===== config.mk =====
export PLATFORM = sky130hd
export DESIGN_NAME = rv32i_decode_stage
export DESIGN_NICKNAME = d
export VERILOG_FILES = /design/src/sv/rvdec_pkg.sv /design/src/sv/rvdec_ram.sv /design/src/sv/rvdec_regfile.sv /design/src/sv/rvdec_decoder.sv /design/src/sv/rv32i_decode_stage.sv
export SDC_FILE = /design/constraint.sdc
export NUM_CORES = 1
export LEC_CHECK = 0
export BUFFER_PORTS_ARGS = -buffer_cell sky130_fd_sc_hd__buf_4
export CAP_MARGIN = 20
export CORE_ASPECT_RATIO = 1.75
export CORE_MARGIN = 2
export CORE_UTILIZATION = 32
export CTS_BUF_LIST = sky130_fd_sc_hd__clkbuf_2
export CTS_CLUSTER_SIZE = 14
export DETAILED_ROUTE_END_ITERATION = 7
export MAX_ROUTING_LAYER = met4
export PLACE_DENSITY_LB_ADDON = 0.05
export SYNTH_ARGS = -nofsm -noshare
export SYNTH_HDL_FRONTEND = slang
export SYNTH_SLANG_ARGS = --single-unit

===== constraint.sdc =====
create_clock -name clock -period 10.6 [get_ports clock]
set_clock_uncertainty 0.1 [all_clocks]
set_input_delay 0.53 -clock clock [delete_from_list [all_inputs] [get_ports clock]]
set_output_delay 0.53 -clock clock [all_outputs]
set_load 0.05 [all_outputs]

===== src/sv/rvdec_pkg.sv =====
// Shared types and constants of the RV32I decode stage.
package rvdec_pkg;

   // Register file geometry.
   localparam int XLEN       = 32;
   localparam int REG_COUNT  = 32;
   localparam int REG_ADDR_W = 5;

   // Major opcodes.
   localparam logic [6:0] OPC_LUI    = 7'b0110111;
   localparam logic [6:0] OPC_AUIPC  = 7'b0010111;
   localparam logic [6:0] OPC_JAL    = 7'b1101111;
   localparam logic [6:0] OPC_JALR   = 7'b1100111;
   localparam logic [6:0] OPC_BRANCH = 7'b1100011;
   localparam logic [6:0] OPC_STORE  = 7'b0100011;
   localparam logic [6:0] OPC_LOAD   = 7'b0000011;
   localparam logic [6:0] OPC_OPIMM  = 7'b0010011;
   localparam logic [6:0] OPC_OP     = 7'b0110011;

   // Execute operation codes.
   localparam logic [4:0] EX_ADD    = 5'd0;
   localparam logic [4:0] EX_SUB    = 5'd1;
   localparam logic [4:0] EX_SLL    = 5'd2;
   localparam logic [4:0] EX_SLT    = 5'd3;
   localparam logic [4:0] EX_SLTU   = 5'd4;
   localparam logic [4:0] EX_XOR    = 5'd5;
   localparam logic [4:0] EX_SRL    = 5'd6;
   localparam logic [4:0] EX_SRA    = 5'd7;
   localparam logic [4:0] EX_OR     = 5'd8;
   localparam logic [4:0] EX_AND    = 5'd9;
   localparam logic [4:0] EX_ADDI   = 5'd10;
   localparam logic [4:0] EX_SLTI   = 5'd11;
   localparam logic [4:0] EX_SLTIU  = 5'd12;
   localparam logic [4:0] EX_XORI   = 5'd13;
   localparam logic [4:0] EX_ORI    = 5'd14;
   localparam logic [4:0] EX_ANDI   = 5'd15;
   localparam logic [4:0] EX_SLLI   = 5'd16;
   localparam logic [4:0] EX_SRLI   = 5'd17;
   localparam logic [4:0] EX_SRAI   = 5'd18;
   localparam logic [4:0] EX_ADDPCI = 5'd19;
   localparam logic [4:0] EX_BEQ    = 5'd20;
   localparam logic [4:0] EX_BNE    = 5'd21;
   localparam logic [4:0] EX_BLT    = 5'd22;
   localparam logic [4:0] EX_BGE    = 5'd23;
   localparam logic [4:0] EX_BLTU   = 5'd24;
   localparam logic [4:0] EX_BGEU   = 5'd25;

   // Memory operation codes.
   localparam logic [3:0] MEM_PASS  = 4'd0;
   localparam logic [3:0] MEM_JUMP  = 4'd1;
   localparam logic [3:0] MEM_CJUMP = 4'd2;
   localparam logic [3:0] MEM_ST8   = 4'd3;
   localparam logic [3:0] MEM_ST16  = 4'd4;
   localparam logic [3:0] MEM_ST32  = 4'd5;
   localparam logic [3:0] MEM_LB    = 4'd6;
   localparam logic [3:0] MEM_LH    = 4'd7;
   localparam logic [3:0] MEM_LW    = 4'd8;
   localparam logic [3:0] MEM_LBU   = 4'd9;
   localparam logic [3:0] MEM_LHU   = 4'd10;

   // Write-back codes.
   localparam logic WB_WRITE = 1'b0;
   localparam logic WB_NONE  = 1'b1;

   // Register file write port.
   typedef struct packed {
      logic                  en;
      logic [REG_ADDR_W-1:0] addr;
      logic [XLEN-1:0]       data;
   } rf_write_type;

   // One decoded result.
   typedef struct packed {
      logic            wb_op;
      logic [3:0]      mem_op;
      logic [4:0]      exec_op;
      logic [XLEN-1:0] immediate;
      logic [XLEN-1:0] operand_b;
      logic [XLEN-1:0] operand_a;
   } bundle_type;

endpackage


===== src/sv/rvdec_ram.sv =====
// Generic RAM with one write port and two registered read ports.
module rvdec_ram #(
   parameter int WIDTH = 32,
   parameter int DEPTH = 32
) (
   input  logic                     clock,
   input  logic                     wr_en,
   input  logic [$clog2(DEPTH)-1:0] wr_addr,
   input  logic [WIDTH-1:0]         wr_data,
   input  logic                     rd_en,
   input  logic [$clog2(DEPTH)-1:0] rd_addr_a,
   input  logic [$clog2(DEPTH)-1:0] rd_addr_b,
   output logic [WIDTH-1:0]         rd_data_a,
   output logic [WIDTH-1:0]         rd_data_b
);

   logic [WIDTH-1:0] store_ff [DEPTH];
   logic [WIDTH-1:0] rd_a_ff;
   logic [WIDTH-1:0] rd_b_ff;

   // Write port.
   always_ff @(posedge clock) begin
      if (wr_en) begin
         store_ff[wr_addr] <= wr_data;
      end
   end

   // Registered read ports; data holds while reads are not enabled.
   always_ff @(posedge clock) begin
      if (rd_en) begin
         rd_a_ff <= store_ff[rd_addr_a];
         rd_b_ff <= store_ff[rd_addr_b];
      end
   end

   assign rd_data_a = rd_a_ff;
   assign rd_data_b = rd_b_ff;

endmodule


===== src/sv/rvdec_regfile.sv =====
// Register file: RAM storage, per-entry valid bits and same-cycle write bypass.
module rvdec_regfile (
   input  logic                               clock,
   input  logic                               reset,
   input  rvdec_pkg::rf_write_type            wr,
   input  logic                               rd_en,
   input  logic [rvdec_pkg::REG_ADDR_W-1:0]   rs1_addr,
   input  logic [rvdec_pkg::REG_ADDR_W-1:0]   rs2_addr,
   output logic [rvdec_pkg::XLEN-1:0]         rs1_data,
   output logic [rvdec_pkg::XLEN-1:0]         rs2_data
);

   logic                              wr_live;
   logic [rvdec_pkg::REG_COUNT-1:0]   valid_ff;
   logic [rvdec_pkg::REG_COUNT-1:0]   valid_in;
   logic                              v1_ff;
   logic                              v2_ff;
   logic                              hit1_ff;
   logic                              hit2_ff;
   logic [rvdec_pkg::XLEN-1:0]        byp_ff;
   logic [rvdec_pkg::XLEN-1:0]        ram_q1;
   logic [rvdec_pkg::XLEN-1:0]        ram_q2;

   // Register zero is never written, so it always reads as zero.
   assign wr_live = wr.en && (wr.addr != '0);

   rvdec_ram #(
      .WIDTH (rvdec_pkg::XLEN),
      .DEPTH (rvdec_pkg::REG_COUNT)
   ) u_ram (
      .clock     (clock),
      .wr_en     (wr_live),
      .wr_addr   (wr.addr),
      .wr_data   (wr.data),
      .rd_en     (rd_en),
      .rd_addr_a (rs1_addr),
      .rd_addr_b (rs2_addr),
      .rd_data_a (ram_q1),
      .rd_data_b (ram_q2)
   );

   // An entry becomes valid once written; unwritten entries read as zero.
   always_comb begin
      valid_in = valid_ff;
      if (wr_live) begin
         valid_in[wr.addr] = 1'b1;
      end
   end

   always_ff @(posedge clock) begin
      if (reset) begin
         valid_ff <= '0;
      end else begin
         valid_ff <= valid_in;
      end
   end

   // Read qualifiers, captured alongside the RAM read data.
   always_ff @(posedge clock) begin
      if (reset) begin
         v1_ff   <= 1'b0;
         v2_ff   <= 1'b0;
         hit1_ff <= 1'b0;
         hit2_ff <= 1'b0;
      end else if (rd_en) begin
         v1_ff   <= valid_ff[rs1_addr];
         v2_ff   <= valid_ff[rs2_addr];
         hit1_ff <= wr_live && (wr.addr == rs1_addr);
         hit2_ff <= wr_live && (wr.addr == rs2_addr);
      end
   end

   // Write data of the same transaction, forwarded past the RAM.
   always_ff @(posedge clock) begin
      if (rd_en) begin
         byp_ff <= wr.data;
      end
   end

   assign rs1_data = hit1_ff ? byp_ff : (v1_ff ? ram_q1 : '0);
   assign rs2_data = hit2_ff ? byp_ff : (v2_ff ? ram_q2 : '0);

endmodule


===== src/sv/rvdec_decoder.sv =====
// Combinational RV32I instruction decoder producing one operand bundle.
module rvdec_decoder (
   input  logic [rvdec_pkg::XLEN-1:0] instruction,
   input  logic [rvdec_pkg::XLEN-1:0] pc,
   input  logic [rvdec_pkg::XLEN-1:0] rs1_data,
   input  logic [rvdec_pkg::XLEN-1:0] rs2_data,
   output rvdec_pkg::bundle_type      bundle
);

   logic [6:0]                  opc;
   logic [2:0]                  f3;
   logic                        alt;
   logic [rvdec_pkg::XLEN-1:0]  imm_i;
   logic [rvdec_pkg::XLEN-1:0]  imm_s;
   logic [rvdec_pkg::XLEN-1:0]  imm_b;
   logic [rvdec_pkg::XLEN-1:0]  imm_u;
   logic [rvdec_pkg::XLEN-1:0]  imm_j;
   logic [rvdec_pkg::XLEN-1:0]  link;

   assign opc = instruction[6:0];
   assign f3  = instruction[14:12];
   assign alt = instruction[30];

   // Immediate formats, all sign-extended from bit 31.
   assign imm_i = {{20{instruction[31]}}, instruction[31:20]};
   assign imm_s = {{20{instruction[31]}}, instruction[31:25], instruction[11:7]};
   assign imm_b = {{19{instruction[31]}}, instruction[31], instruction[7],
                   instruction[30:25], instruction[11:8], 1'b0};
   assign imm_u = {instruction[31:12], 12'h000};
   assign imm_j = {{11{instruction[31]}}, instruction[31], instruction[19:12],
                   instruction[20], instruction[30:21], 1'b0};
   assign link  = pc + 32'd4;

   // Decode; anything unrecognised leaves the ADD x0, x0, x0 bundle.
   always_comb begin
      bundle.operand_a = '0;
      bundle.operand_b = '0;
      bundle.immediate = '0;
      bundle.exec_op   = rvdec_pkg::EX_ADD;
      bundle.mem_op    = rvdec_pkg::MEM_PASS;
      bundle.wb_op     = rvdec_pkg::WB_WRITE;
      case (opc)
         rvdec_pkg::OPC_LUI: begin
            bundle.immediate = imm_u;
            bundle.exec_op   = rvdec_pkg::EX_ADDI;
         end
         rvdec_pkg::OPC_AUIPC: begin
            bundle.immediate = imm_u;
            bundle.exec_op   = rvdec_pkg::EX_ADDPCI;
         end
         rvdec_pkg::OPC_JAL: begin
            bundle.immediate = imm_j;
            bundle.exec_op   = rvdec_pkg::EX_ADDPCI;
            bundle.operand_b = link;
            bundle.mem_op    = rvdec_pkg::MEM_JUMP;
         end
         rvdec_pkg::OPC_JALR: begin
            bundle.operand_a = rs1_data;
            bundle.immediate = imm_i;
            bundle.exec_op   = rvdec_pkg::EX_ADDI;
            bundle.operand_b = link;
            bundle.mem_op    = rvdec_pkg::MEM_JUMP;
         end
         rvdec_pkg::OPC_BRANCH: begin
            if (f3 != 3'd2 && f3 != 3'd3) begin
               bundle.operand_a = rs1_data;
               bundle.operand_b = rs2_data;
               bundle.immediate = imm_b;
               bundle.mem_op    = rvdec_pkg::MEM_CJUMP;
               bundle.wb_op     = rvdec_pkg::WB_NONE;
               case (f3)
                  3'd0:    bundle.exec_op = rvdec_pkg::EX_BEQ;
                  3'd1:    bundle.exec_op = rvdec_pkg::EX_BNE;
                  3'd4:    bundle.exec_op = rvdec_pkg::EX_BLT;
                  3'd5:    bundle.exec_op = rvdec_pkg::EX_BGE;
                  3'd6:    bundle.exec_op = rvdec_pkg::EX_BLTU;
                  default: bundle.exec_op = rvdec_pkg::EX_BGEU;
               endcase
            end
         end
         rvdec_pkg::OPC_STORE: begin
            if (f3 <= 3'd2) begin
               bundle.operand_a = rs1_data;
               bundle.immediate = imm_s;
               bundle.exec_op   = rvdec_pkg::EX_ADDI;
               bundle.wb_op     = rvdec_pkg::WB_NONE;
               case (f3)
                  3'd0: begin
                     bundle.operand_b = {24'h000000, rs2_data[7:0]};
                     bundle.mem_op    = rvdec_pkg::MEM_ST8;
                  end
                  3'd1: begin
                     bundle.operand_b = {16'h0000, rs2_data[15:0]};
                     bundle.mem_op    = rvdec_pkg::MEM_ST16;
                  end
                  default: begin
                     bundle.operand_b = rs2_data;
                     bundle.mem_op    = rvdec_pkg::MEM_ST32;
                  end
               endcase
            end
         end
         rvdec_pkg::OPC_LOAD: begin
            if (f3 != 3'd3 && f3 <= 3'd5) begin
               bundle.operand_a = rs1_data;
               bundle.immediate = imm_i;
               bundle.exec_op   = rvdec_pkg::EX_ADDI;
               case (f3)
                  3'd0:    bundle.mem_op = rvdec_pkg::MEM_LB;
                  3'd1:    bundle.mem_op = rvdec_pkg::MEM_LH;
                  3'd2:    bundle.mem_op = rvdec_pkg::MEM_LW;
                  3'd4:    bundle.mem_op = rvdec_pkg::MEM_LBU;
                  default: bundle.mem_op = rvdec_pkg::MEM_LHU;
               endcase
            end
         end
         rvdec_pkg::OPC_OPIMM: begin
            bundle.operand_a = rs1_data;
            bundle.immediate = imm_i;
            case (f3)
               3'd0:    bundle.exec_op = rvdec_pkg::EX_ADDI;
               3'd1:    bundle.exec_op = rvdec_pkg::EX_SLLI;
               3'd2:    bundle.exec_op = rvdec_pkg::EX_SLTI;
               3'd3:    bundle.exec_op = rvdec_pkg::EX_SLTIU;
               3'd4:    bundle.exec_op = rvdec_pkg::EX_XORI;
               3'd5:    bundle.exec_op = alt ? rvdec_pkg::EX_SRAI : rvdec_pkg::EX_SRLI;
               3'd6:    bundle.exec_op = rvdec_pkg::EX_ORI;
               default: bundle.exec_op = rvdec_pkg::EX_ANDI;
            endcase
         end
         rvdec_pkg::OPC_OP: begin
            bundle.operand_a = rs1_data;
            bundle.operand_b = rs2_data;
            case (f3)
               3'd0:    bundle.exec_op = alt ? rvdec_pkg::EX_SUB : rvdec_pkg::EX_ADD;
               3'd1:    bundle.exec_op = rvdec_pkg::EX_SLL;
               3'd2:    bundle.exec_op = rvdec_pkg::EX_SLT;
               3'd3:    bundle.exec_op = rvdec_pkg::EX_SLTU;
               3'd4:    bundle.exec_op = rvdec_pkg::EX_XOR;
               3'd5:    bundle.exec_op = alt ? rvdec_pkg::EX_SRA : rvdec_pkg::EX_SRL;
               3'd6:    bundle.exec_op = rvdec_pkg::EX_OR;
               default: bundle.exec_op = rvdec_pkg::EX_AND;
            endcase
         end
         default: begin
            bundle.exec_op = rvdec_pkg::EX_ADD;
         end
      endcase
   end

endmodule


===== src/sv/rv32i_decode_stage.sv =====
// Top level of the RV32I decode stage: input stage, register file, decoder, result register.
//
// Usage: each req transaction carries one instruction word, its pc and an
// optional register write-back. The write-back is applied to the register
// file first (register zero stays zero); the word is then decoded against
// the updated file and one rsp transaction carries operands A and B, the
// sign-extended immediate and the execute, memory and write-back codes.
// Path: on acceptance the input register and the registered read of the
// register file RAM are loaded together; the decoded result register is
// loaded from them after that, and the result is then offered.
// Throughput: one instruction per cycle while rsp_tready stays high, with a
// single decode pass and the RAM's one write and two read ports per cycle.
// Reset: synchronous; both pipeline stages empty, every register reads zero.
// Stall: while rsp_tready is low the result is held, the stage behind it
// still fills, and req_tready drops once both stages are full.
module rv32i_decode_stage (
   input  logic          clock,
   input  logic          reset,
   input  logic          req_tvalid,
   output logic          req_tready,
   // instruction[31:0], pc[63:32], write_enable[64], write_index[69:65],
   // write_data[101:70], zero[103:102]
   input  logic [103:0]  req_tdata,
   output logic          rsp_tvalid,
   input  logic          rsp_tready,
   // operand_a[31:0], operand_b[63:32], immediate[95:64], exec_op[100:96],
   // mem_op[104:101], wb_op[105], zero[111:106]
   output logic [111:0]  rsp_tdata
);

   logic                        req_fire;
   logic                        s1_advance;
   logic                        rsp_free;
   logic                        s1_valid_ff;
   logic [31:0]                 s1_instr_ff;
   logic [31:0]                 s1_pc_ff;
   logic                        rsp_valid_ff;
   rvdec_pkg::bundle_type       rsp_bundle_ff;
   rvdec_pkg::bundle_type       dec_bundle;
   rvdec_pkg::rf_write_type     rf_wr;
   logic [31:0]                 rs1_data;
   logic [31:0]                 rs2_data;

   // Handshake: stages move forward whenever the one ahead is free.
   assign rsp_free   = !rsp_valid_ff || rsp_tready;
   assign s1_advance = s1_valid_ff && rsp_free;
   assign req_tready = !s1_valid_ff || rsp_free;
   assign req_fire   = req_tvalid && req_tready;

   // Write-back port, driven only by an accepted transaction.
   assign rf_wr.en   = req_fire && req_tdata[64];
   assign rf_wr.addr = req_tdata[69:65];
   assign rf_wr.data = req_tdata[101:70];

   rvdec_regfile u_regfile (
      .clock    (clock),
      .reset    (reset),
      .wr       (rf_wr),
      .rd_en    (req_fire),
      .rs1_addr (req_tdata[19:15]),
      .rs2_addr (req_tdata[24:20]),
      .rs1_data (rs1_data),
      .rs2_data (rs2_data)
   );

   // Input stage control.
   always_ff @(posedge clock) begin
      if (reset) begin
         s1_valid_ff <= 1'b0;
      end else if (req_tready) begin
         s1_valid_ff <= req_tvalid;
      end
   end

   // Input stage payload.
   always_ff @(posedge clock) begin
      if (req_fire) begin
         s1_instr_ff <= req_tdata[31:0];
         s1_pc_ff    <= req_tdata[63:32];
      end
   end

   rvdec_decoder u_decoder (
      .instruction (s1_instr_ff),
      .pc          (s1_pc_ff),
      .rs1_data    (rs1_data),
      .rs2_data    (rs2_data),
      .bundle      (dec_bundle)
   );

   // Result register control.
   always_ff @(posedge clock) begin
      if (reset) begin
         rsp_valid_ff <= 1'b0;
      end else if (rsp_free) begin
         rsp_valid_ff <= s1_valid_ff;
      end
   end

   // Result register payload.
   always_ff @(posedge clock) begin
      if (s1_advance) begin
         rsp_bundle_ff <= dec_bundle;
      end
   end

   assign rsp_tvalid = rsp_valid_ff;
   assign rsp_tdata  = {6'd0, rsp_bundle_ff};

endmodule


==> results.txt, run 1 <==
STA classifies the critical path startpoint as a flop. The final hold violation count is 0. The synthesized cell area came out at 0.0590 mm². The internal reg-to-reg setup slack came out at 6.59 ns. The total negative slack came out at 0 ns.

The instance count after placement with tap cells included came out at 5367. The area fraction in and, or, nand and nor cells after synthesis is 2.28%. The longest clock path from root to sink contains 4 buffers. The data arrival time of the critical path is 4.96 ns.

The total of cells resized after clock tree synthesis is 0. The maximum number of pins on one net before global-route repair is 97. The number of levels the H-tree was split into came out at 5. The post-synthesis instance total is 2852. The post-detailed-routing wire length came out at 205000 µm.

The TritonCTS clock tree is done. The maximum VDD drop is 0.0000789 V. The proportion of register bits with asynchronous set or reset after synthesis came out at 0%. The area of the die is 0.188 mm².

The area share of the largest cell type after synthesis came out at 65.6%. Total power for the finished layout comes to 0.0104 W. After synthesis, the cell types taking the most area are sky130_fd_sc_hd__edfxtp_1, sky130_fd_sc_hd__mux4_2, sky130_fd_sc_hd__dfxtp_1, sky130_fd_sc_hd__mux2i_1, sky130_fd_sc_hd__nor2_1. The total number of yosys warnings is 0. In the final design database the tool counted 3676 nets. The post-CTS clock slew at the launch and capture registers of the worst setup and hold paths came out at 0.11 ns. Sorting the synthesized cells by how often they occur yields sky130_fd_sc_hd__edfxtp_1, sky130_fd_sc_hd__mux4_2, sky130_fd_sc_hd__nor2_1. The number of enable flip-flop cells after synthesis came out at 1290. The depth of the critical timing path with buffers and inverters included came out at 5.

The fraction of layout cells with a size suffix above 1 came out at 40.1%. In this run the worst hold path is classified as input port to flop. The insertion delay of the later-clocked pin in the worst-skew pair came out at 1.49 ns. The die width came out at 329 µm.

The sum of buffers and inverters on the critical path came out at 1. sky130_fd_sc_hd__edfxtp_1 takes more of the synthesized area than any other cell. After Yosys synthesis, XOR and XNOR cells account for 0.579% of the synthesized area. The number of hold buffers added after CTS is 254. The final setup violation count came out at 0. The synthesized area per cell came out at 20.7 µm². Headroom to the max-slew limit came out at 24.5%. The clock sink count is 1328. Among all stages on the critical path, the largest delay is contributed by sky130_fd_sc_hd__buf_4. The worst stage delay on the critical path is 0.73 ns.

The area of the core is 0.183 mm². The power density over the cells is 149 mW/mm². The number of routed nets with antenna violations came out at 0. The count of unresolved DRC violations after routing is 0.

Setup repair after global routing left no endpoint under its margin. The kind of cell adding the most delay to the critical path is simple AND/OR/NAND/NOR gates. The largest fanout on the critical path is 22.

The congestion estimate from routability-driven global placement came to 0.822. The final critical-path required period came out at 4.01 ns. The main flop type after synthesis is sky130_fd_sc_hd__edfxtp_1. The starting density of the core is 32.2%.

The slew at the pin with the worst max-slew slack is 1.13 ns. The estimated wirelength of the detail-placed design is 112000 µm. The number of setup buffers added after CTS is 0.

The filler-free cell count of the finished design is 6226. From synthesis to final layout, the design area changed by 18.1%. The number of core rows is 208. The final clock period utilization by the worst path came out at 37.8%. The critical path is of the flop to flop type. The critical path goes through nand3b_1 > nand4_1 > or3_1 > nor2_4 > buf_4. The number of buffer cells added on primary ports came out at 213. The minimum setup slack after placement is 5.90 ns. The wire length of the first global-routing pass came out at 285000 µm.

The critical path ends at u_regfile.u_ram.store_ff[6][23]$_DFFE_PP_. The detailed router placed 33700 vias in this run. The die boundary height came out at 572 µm. The total leakage power came out at 22.8 nW. CTS placed an instance of sky130_fd_sc_hd__clkbuf_2 at the clock tree root.

Counting cells, the worst reg-to-reg path comes to 5. Dividing the detail-routed wire length by the instance count gives 32.9 µm. The leftover overflow at the end of global routing came out at 0. Across the run, the number of max-cap violations was 0. Across every metal layer, demand over resource in global routing totals 22.5%. In the post-synthesis netlist, the cell with the most instances is sky130_fd_sc_hd__edfxtp_1. The number of global-route vias before repair is 37300. The number of iterations in the first detailed-routing pass is 6. The area of all placed cells without fillers is 0.0697 mm². The max-slew violation count came out at 0. The synthesized netlist devotes 2.81% of its cell area to compound gates. Counting flops and latches in the post-synthesis netlist gives 1328. The maximum operating frequency came out at 249 MHz. Dividing the detail-routed via count by the number of cells gives 5.41. The top-level I/O count is 222. The initial detailed-routing violation count is 2700.

The part of the Yosys area used for sequential elements came out at 66.9%. The multiplexer share of the synthesized area is 25.6%. The run finished with clean final reports.

The number of different library cells used by synthesis comes to 64. The cell area reported after detailed placement came out at 0.0637 mm². The adder-cell share of the synthesized area is 0.0212%. STA classifies the critical path endpoint as a flop.

In this run the worst setup path begins at rsp_tvalid$_SDFFE_PP0P_. The capture point of the worst reg-to-reg path is u_regfile.u_ram.store_ff[6][23]$_DFFE_PP_. By area, the combinational part of the netlist is dominated by multiplexers. The startpoint identified for the worst register-to-register timing path is rsp_tvalid$_SDFFE_PP0P_.

The least setup slack across all paths after layout is 6.59 ns. The initial antenna violation count came out at 9. The required time of the critical path came out at 11.55 ns. The number of buffers created by CTS came out at 332.
-- cells by family (layout without fill, tap and decap cells) --
family / after synthesis / in the layout
DFF: 1328 / 1328
muxes: 725 / 725
and+or+nand+nor: 285 / 285
AOI/OAI and AO/OA: 237 / 237
buffers and inverters: 236 / 1149
xor gates and xnor gates: 39 / 39
adders and majority gates: 1 / 1
other: 1 / 47
-- routing by layer --
metal	share of wire (%)	up-vias	global-route usage, %	wire [µm]
met2	56	1203	41.5	114000
li1	-	13900	-	-
met5	0	-	-	0
met4	2.7	0	6.74	5450
met3	4.6	378	3.67	9490
met1	37	18200	24.6	76300
-- state kept, by name, indices dropped and copies added, names as in the netlist, 32 cells and up --
register                   cells
s1_instr_ff                   32
u_regfile.byp_ff              32
u_regfile.u_ram.rd_data_b     32
s1_pc_ff                      32
u_regfile.u_ram.store_ff    1024
u_regfile.u_ram.rd_data_a     32
rsp_tdata                    106
u_regfile.valid_ff            32
-- layout make-up --
type	count	area, µm²
tap	2415	3020
fill	16900	114000
clock inverter	97	493
antenna	9	22.5
inverter	12	53.8
timing repair buffer	568	5390
multi-input combinational	1325	18900
clock buffer	472	2360
sequential	1328	39500
-- power by group --
group,switching [W],total [W],internal (W)
registers,0.0000500,0.00591,0.00586
clock network,0.00217,0.00345,0.00128
logic,0.000583,0.00104,0.000455
total,0.00280,0.0104,0.00760
-- worst min-delay path by stage --
stage,start,endpoint,slack [ns],cells after the start
floorplan,u_regfile.valid_ff[12]$_SDFFE_PP0P_,u_regfile.valid_ff[12]$_SDFFE_PP0P_,0.35,2
global placement,u_regfile.valid_ff[0]$_SDFFE_PP0P_,u_regfile.valid_ff[0]$_SDFFE_PP0P_,0.37,1
detailed placement,u_regfile.valid_ff[0]$_SDFFE_PP0P_,u_regfile.valid_ff[0]$_SDFFE_PP0P_,0.38,1
CTS,req_tdata[50],s1_pc_ff[18]$_DFFE_PP_,0.0004,3
global route,req_tdata[25],s1_instr_ff[25]$_DFFE_PP_,0.08,3
finish,req_tdata[50],s1_pc_ff[18]$_DFFE_PP_,0.21,3
-- worst register-to-register path, stage by stage (launching register included) --
cell,delay [ns]
sky130_fd_sc_hd__dfxtp_1,0.38
sky130_fd_sc_hd__nand3b_1,0.24
sky130_fd_sc_hd__nand4_1,0.66
sky130_fd_sc_hd__or3_1,0.72
sky130_fd_sc_hd__nor2_4,0.72
sky130_fd_sc_hd__buf_4,0.76
-- per-stage QoR --
step	utilization, %	hold WS, ns
finish	38.0	0.210
global route	38.0	0.0761
CTS	37.7	0.000436
floorplan	-	0.348
detailed placement	34.7	0.376
global placement	34.7	0.366
-- placed cells by master (no fill, tap or decap), drive strengths merged, types with 7 or more instances in the layout --
| master | synthesis | routed |
|---|---|---|
| edfxtp | 1290 | 1290 |
| mux4 | 625 | 625 |
| clkbuf | 116 | 479 |
| buf | 108 | 313 |
| dlygate4sd3 | 0 | 248 |
| nor2 | 151 | 151 |
| clkinv | 2 | 87 |
| mux2i | 66 | 66 |
| a22oi | 65 | 65 |
| a21oi | 43 | 43 |
| conb | 1 | 38 |
| dfxtp | 38 | 38 |
| mux2 | 34 | 34 |
| a221oi | 33 | 33 |
| o22ai | 31 | 31 |
| nand2 | 25 | 25 |
| xor2 | 25 | 25 |
| nand3 | 24 | 24 |
| a21o | 21 | 21 |
| nor2b | 19 | 19 |
| o21ai | 17 | 17 |
| inv | 10 | 16 |
| xnor2 | 14 | 14 |
| nor3 | 11 | 11 |
| nand4 | 10 | 10 |
| diode | 0 | 9 |
| and3 | 9 | 9 |
| and2 | 7 | 7 |
No activity file was read; power rests on OpenSTA's default activity.
==> run 2, diff against run 1 <==
==> constraint.sdc (replaced) <==
create_clock -name clock -period 3.77 [get_ports clock]
set_clock_uncertainty 0.1 [all_clocks]
set_input_delay 0.1885 -clock clock [delete_from_list [all_inputs] [get_ports clock]]
set_output_delay 0.1885 -clock clock [all_outputs]
set_load 0.05 [all_outputs]
==> run 2 against run 1 <==
Combinational power grew to 3.0 times the previous value. Sequential cell count stayed put. Worst setup slack worse by 6.4 ns. Maximum frequency is 12% higher. Sequential share of layout area is 1.7 points lower. Sequential power grew to 2.8 times the previous value. Final cell count is 2.7% higher. Worst hold slack worse by 0.10 ns. Critical endpoint is now u_regfile.valid_ff[17]$_SDFFE_PP0P_. Largest power group unchanged.
==> results.txt, run 2 (synthesis gave the netlist of run 1 again) <==
The flow ran to the end, and the final reports show no timing, DRC or antenna violations. The finished layout holds 6395 standard cells, fillers aside. The insertion delay of the later-clocked pin in the worst-skew pair came out at 1.50 ns. TritonCTS built the clock tree. The max-slew violation count came out at 0. The largest fanout on the critical path is 5. The number of maximum-capacitance violations is 0. The maximum number of pins on one net before global-route repair came out at 61. The top-level I/O count is 222. In this run, CTS created clock tree buffers numbering 333. The total leakage power is 23.8 nW.

The die boundary height is 572 µm. Setup slack on the worst reg-to-reg path comes out at 0.18 ns. The routed wire length per instance is 31.9 µm. The worst setup path is of the flop to flop kind. The fraction of power spent switching nets is 26.7%. The estimated wirelength of the detail-placed design came out at 125000 µm. From left edge to right edge, the die measures 329 µm.

The share of power burned in the clock network is 33.9%. Leaving out fill and tap cells, the most frequent cells in the layout are sky130_fd_sc_hd__edfxtp_1, sky130_fd_sc_hd__mux4_2, sky130_fd_sc_hd__clkbuf_2. Once detail routing completed, the nets flagged for antenna violations numbered 0. The final setup violation count came out at 0.

The global placement routability congestion is 0.815. STA puts the critical path data required time at 5.12 ns. The final hold violation count is 0. The post-CTS clock slew at the launch and capture registers of the worst setup and hold paths is 0.13 ns.

The starting density of the core is 32.2%. The flip-flop count of the largest register, all copies and words added came out at 1024. The via density per instance came out at 5.36. The global-route total usage across every layer came out at 22.3%. Setup repair after global routing left no endpoint under its margin. STA classifies the critical path startpoint as a flop. Measured on the finished design, the core utilization comes to 39.2%. The post-detailed-routing wire length came out at 204000 µm. Summed over all nets, the switching power comes to 0.00797 W.

The power density over the cells came out at 415 mW/mm². The floorplan step defined a die boundary enclosing 0.188 mm². In the routed design, unresolved DRC markers number 0.

The library cell used most frequently in the layout, excluding fill and tap cells, is sky130_fd_sc_hd__edfxtp_1. The data arrival time of the critical path is 4.95 ns. The top register by number of flip-flops is u_regfile.u_ram.store_ff. The fraction of layout cells with a size suffix above 1 came out at 40.6%. The worst max-slew margin expressed relative to the limit is 25.2%. The layout overhead on the synthesized area came out at 21.8%. The root cell of the clock tree is sky130_fd_sc_hd__clkbuf_2. The initial detailed-routing violation count came out at 2317. The maximum buffer depth of the clock tree is 4.

The area of the core is 0.183 mm². The final clock period utilization by the worst path came out at 95.3%. The final critical-path required period came out at 3.59 ns.

In the final design database the tool counted 3836 nets. The routed layout has 34300 vias. The total negative slack came out at 0 ns. The number of levels the H-tree was split into is 5. The clock sink count is 1328. The slew at the pin with the worst max-slew slack came out at 1.12 ns. The number of global-route vias before repair came out at 38200. In this run, the combinational gates consume 10.5% of the power. Row generation in the floorplan step produced 208 rows. The initial antenna violation count came to 14. The worst setup path is captured at a flop.

Derived from the worst setup path, the maximum achievable clock frequency is 278 MHz. The cell-internal power came out at 0.0219 W. The share of total power in sequential cells is 55.7%. After detailed placement, the design holds a cell count of 5458. After global routing the overflow that remains totals 0. During placement, the flow inserted port buffers numbering 213. The first global-routing pass estimated 285000 µm of wire.

The worst-case IR drop observed on VDD is 0.000234 V. The tightest min-delay check is of the input port to flop type. The number of iterations in the first detailed-routing pass is 5.
==> run 2: cell types whose count changed in the layout (fill, tap and decap cells not counted), sizes merged, moves of 2 or more <==
cell / change
diode: +2
clkinv: +23
dlygate4sd3: +64
bufinv: +7
clkbuf: -26
buf: +99
==> run 2: cell type report <==
class,instances,area [µm²]
antenna,11,27.5
clock buffer,450,2250
clock inverter,127,793
fill,16800,112000
inverter,12,50.0
multi-input combinational,1325,18900
sequential,1328,39500
tap,2415,3020
timing repair buffer,727,7310
==> run 2: power groups by stage <==
stage | combinational (W) | sequential (W) | clock [W]
global route | 0.00331 | 0.0167 | 0.0112
global placement | 0.00280 | 0.0170 | 0
CTS | 0.00314 | 0.0166 | 0.0106
finish | 0.00312 | 0.0166 | 0.0101
floorplan | 0.00146 | 0.0171 | 0
detailed placement | 0.00282 | 0.0170 | 0
==> run 2: final timing paths <==
check,start,to,cells after the start
setup / recovery,rsp_tvalid$_SDFFE_PP0P_,u_regfile.valid_ff[17]$_SDFFE_PP0P_,9
hold / removal,req_tdata[94],u_regfile.u_ram.store_ff[20][24]$_DFFE_PP_,3
setup reg to reg,rsp_tvalid$_SDFFE_PP0P_,u_regfile.valid_ff[17]$_SDFFE_PP0P_,9
hold reg to reg,u_regfile.valid_ff[0]$_SDFFE_PP0P_,u_regfile.valid_ff[0]$_SDFFE_PP0P_,1
==> run 2: per-layer routing <==
layer	global-route usage (%)	vias to the layer above	routed length (µm)
met5	-	-	0
met4	7.24	0	6260
met3	3.11	382	8760
met2	41.5	1189	114000
met1	24.3	18400	75200
li1	-	14300	-
==> run 2: stage by stage <==
stage	instance area, µm²	setup WS (ns)	total power [W]	hold slack (ns)
2_1_floorplan	59200	-0.414	0.0186	0.187
3_3_place_gp	64900	0.614	0.0198	0.269
3_5_place_dp	64900	0.557	0.0198	0.268
4_1_cts	71500	0.0702	0.0304	0.00436
5_1_grt	71900	0.0240	0.0312	-0.0147
6_report	71900	0.178	0.0299	0.109
==> run 2: repair_timing <==
action | CTS | global route
buffers inserted | 0 | 2
hold buffers | 327 | 5
gates resized for setup | 0 | 1
setup endpoints to repair | 0 | 2
hold endpoints to repair | 2480 | 10
==> run 2: worst max-delay path: stages, from the launching register on <==
cell and delay, ns:
sky130_fd_sc_hd__dfxtp_4 0.38, sky130_fd_sc_hd__nand3b_1 0.16, sky130_fd_sc_hd__nand3_2 0.16, sky130_fd_sc_hd__nor4b_1 0.25
sky130_fd_sc_hd__dlygate4sd3_1 0.59, sky130_fd_sc_hd__dlygate4sd3_1 0.63, sky130_fd_sc_hd__a21oi_1 0.09, sky130_fd_sc_hd__dlygate4sd3_1 0.60
sky130_fd_sc_hd__nor2_1 0.09, sky130_fd_sc_hd__dlygate4sd3_1 0.54
==> run 3, diff against run 2 <==
--- a/config.mk
+++ b/config.mk
@@ -10,7 +10,6 @@
 export CORE_ASPECT_RATIO = 1.75
 export CORE_MARGIN = 2
 export CORE_UTILIZATION = 32
-export CTS_BUF_LIST = sky130_fd_sc_hd__clkbuf_2
 export CTS_CLUSTER_SIZE = 14
 export DETAILED_ROUTE_END_ITERATION = 7
 export MAX_ROUTING_LAYER = met4
==> run 3 against run 2 <==
Global-route usage down 0.69 points. Largest cell class unchanged. Critical endpoint is now u_regfile.u_ram.store_ff[9][19]$_DFFE_PP_. Largest power group unchanged. Sequential share of layout area up 0.79 points. Core utilization down 0.55 points.
==> results.txt, run 3 (synthesis gave the netlist of run 1 again) <==
The run finished with clean final reports. The worst setup path is launched from a flop. The largest fanout on the critical path came out at 24. The smallest hold slack is 0.0545 ns.

The congestion estimate from routability-driven global placement came to 0.815. For this run, the detailed router's first-pass iteration total came to 7. Leaving out fill and tap cells, the most frequent cell in the layout is sky130_fd_sc_hd__edfxtp_1.

The insertion delay of the later-clocked pin in the worst-skew pair is 0.77 ns. The part of the power in combinational logic is 8.7%. The maximum number of pins on one net before global-route repair came out at 61.

Internal power comes to 0.0257 W. The largest individual stage delay along the critical path comes from the cell sky130_fd_sc_hd__nor3_1. The worst hold-check path type is input port to flop. Counting flops per register, the top entry is u_regfile.u_ram.store_ff.

The least setup slack across all paths after layout came out at 0.536 ns. CTS placed an instance of sky130_fd_sc_hd__clkbuf_16 at the clock tree root. The required time of the critical path is 4.07 ns.

Per report_power, the clock group accounts for 41.3% of the total. The number of global-route vias before repair came to 35400. The power density over the cells came out at 469 mW/mm². The number of clock buffers added by TritonCTS is 145. Compared with the post-synthesis result, the final layout area differs by 20.0%. The leftover overflow at the end of global routing came out at 0. The data arrival time of the critical path is 3.53 ns. The sum of buffers and inverters on the critical path came out at 1. The clock sink count came out at 1328.

The die boundary height came out at 572 µm. The number of levels the H-tree was split into came out at 4. The final clock period utilization by the worst path is 85.8%. The initial antenna violation count is 9. The wire length of the first global-routing pass is 276000 µm.

The initial detailed-routing violation count is 2181. The worst-case IR drop observed on VDD is 0.000457 V. The share of total power in sequential cells came out at 50.1%. The maximum buffer depth of the clock tree is 4. The minimum setup slack after placement came out at 0.557 ns. Traced cell by cell, the critical path runs through nand3b_1 > nand3_1 > nor3_1 > nand3b_1 > nor2_4 > buf_4. The sum of internal, switching and leakage power came out at 0.0333 W.

The count of unresolved DRC violations after routing is 0. The routed layout has 32200 vias. The maximum operating frequency came out at 309 MHz. Setup repair after global routing left no endpoint under its margin.

The layout net count came out at 3451. Detailed placement finished with a half-perimeter wire length of 125000 µm. The smallest clock period supported by the final layout is computed as 3.23 ns.

The total leakage power came out at 22.7 nW. The fraction of layout cells with a size suffix above 1 is 37.1%. The TritonCTS clock tree is done. The die covers 0.188 mm². The global-route total usage across every layer is 21.6%. 222 I/O pins were placed. The starting density of the core is 32.2%. The post-CTS clock slew at the launch and capture registers of the worst setup and hold paths is 0.06 ns. The library cells used most frequently in the layout, excluding fill and tap cells, are sky130_fd_sc_hd__edfxtp_1, sky130_fd_sc_hd__mux4_2, sky130_fd_sc_hd__buf_4. The die is 329 µm wide. The post-detailed-routing wire length is 197000 µm. The slew at the pin with the worst max-slew slack came out at 1.06 ns. The register with the most flip-flops in the layout has 1024 of them.

The fraction of power spent switching nets is 22.8%. The number of routed nets with antenna violations is 0. The routed wire length per instance is 33.7 µm. The setup path with the least slack is of type flop to flop. The final hold violation count came out at 0.

The via density per instance came out at 5.51. In this run the tool buffered the top-level ports with 213 buffer cells. The worst setup path is captured at a flop. After clock tree synthesis, the repair step resized 0 gates. The cell repeated most along the worst path is sky130_fd_sc_hd__nand3b_1. The fill cell instance count of the final layout is 16500. Adding up every negative setup slack in the final design gives 0 ns.

In this run the core area contains 208 standard-cell rows. The number of maximum-capacitance violations came out at 0. The region available for standard cell placement spans 0.183 mm². The worst stage delay on the critical path came out at 0.63 ns. Setup violations remaining at the end of the flow were counted as 0.

Summed over all nets, the switching power comes to 0.00760 W. The worst max-slew margin expressed relative to the limit came out at 29.1%. Grouping stages by cell kind, the critical path spends the most delay in simple AND/OR/NAND/NOR gates.

The max-slew violation count came to 0.
## run 3: cell types whose count changed in the layout (fill, tap and decap cells not counted), sizes merged
cell | before | now
clkinvlp | 3 | 5
clkbuf | 453 | 175
diode | 11 | 3
buf | 412 | 378
inv | 15 | 11
dlygate4sd3 | 312 | 152
clkinv | 110 | 49
## run 3: repair_timing
action	in CTS	in global routing
hold endpoints to repair	1165	0
buffers inserted	0	0
hold buffers	152	0
## run 3: power groups by stage
stage,Sequential (W),Combinational (W),Clock (W)
6_report,0.0167,0.00288,0.0137
5_1_grt,0.0167,0.00306,0.0146
4_1_cts,0.0166,0.00295,0.0141
3_5_place_dp,0.0170,0.00282,0
3_3_place_gp,0.0170,0.00280,0
2_1_floorplan,0.0171,0.00146,0
## run 3: final timing paths
path                                                          from                                         to  slack (ns)  cells after the start
worst max-delay path                       rsp_tvalid$_SDFFE_PP0P_  u_regfile.u_ram.store_ff[9][19]$_DFFE_PP_        0.54                      6
worst min-delay path                                 req_tdata[27]                  s1_instr_ff[27]$_DFFE_PP_        0.05                      2
worst max register to register             rsp_tvalid$_SDFFE_PP0P_  u_regfile.u_ram.store_ff[9][19]$_DFFE_PP_        0.54                      6
worst min register to register  u_regfile.valid_ff[0]$_SDFFE_PP0P_         u_regfile.valid_ff[0]$_SDFFE_PP0P_        0.39                      1
## run 3: through the flow
step / std cells / instance area, µm² / utilization [%]
5_1_grt: 5851 / 70900 / 38.6
3_5_place_dp: 5458 / 64900 / 35.4
2_1_floorplan: 2889 / 59200 / -
6_report: 5852 / 70900 / 38.6
3_3_place_gp: 5458 / 64900 / 35.4
4_1_cts: 5849 / 70900 / 38.6
## run 3: layer usage
metal	global-route usage, %	part of all wire [%]	vias up
li1	-	-	13300
met1	24.2	37	17800
met2	40.6	56	934
met3	2.32	3.6	293
met4	5.86	2.7	0
met5	-	0	-
## run 3: area by class of cell
| cell class | count | area (µm²) | area share (%) |
|---|---|---|---|
| flip-flops and latches | 1328 | 39500 | 55.8 |
| multi-input cells | 1325 | 18900 | 26.7 |
| repair buffers | 530 | 4960 | 7.00 |
| clock buffers | 175 | 3810 | 5.38 |
| well taps | 2415 | 3020 | 4.26 |
| clock inverters | 64 | 586 | 0.826 |
| inverters | 12 | 50.0 | 0.0706 |
| diodes | 3 | 7.51 | 0.0106 |
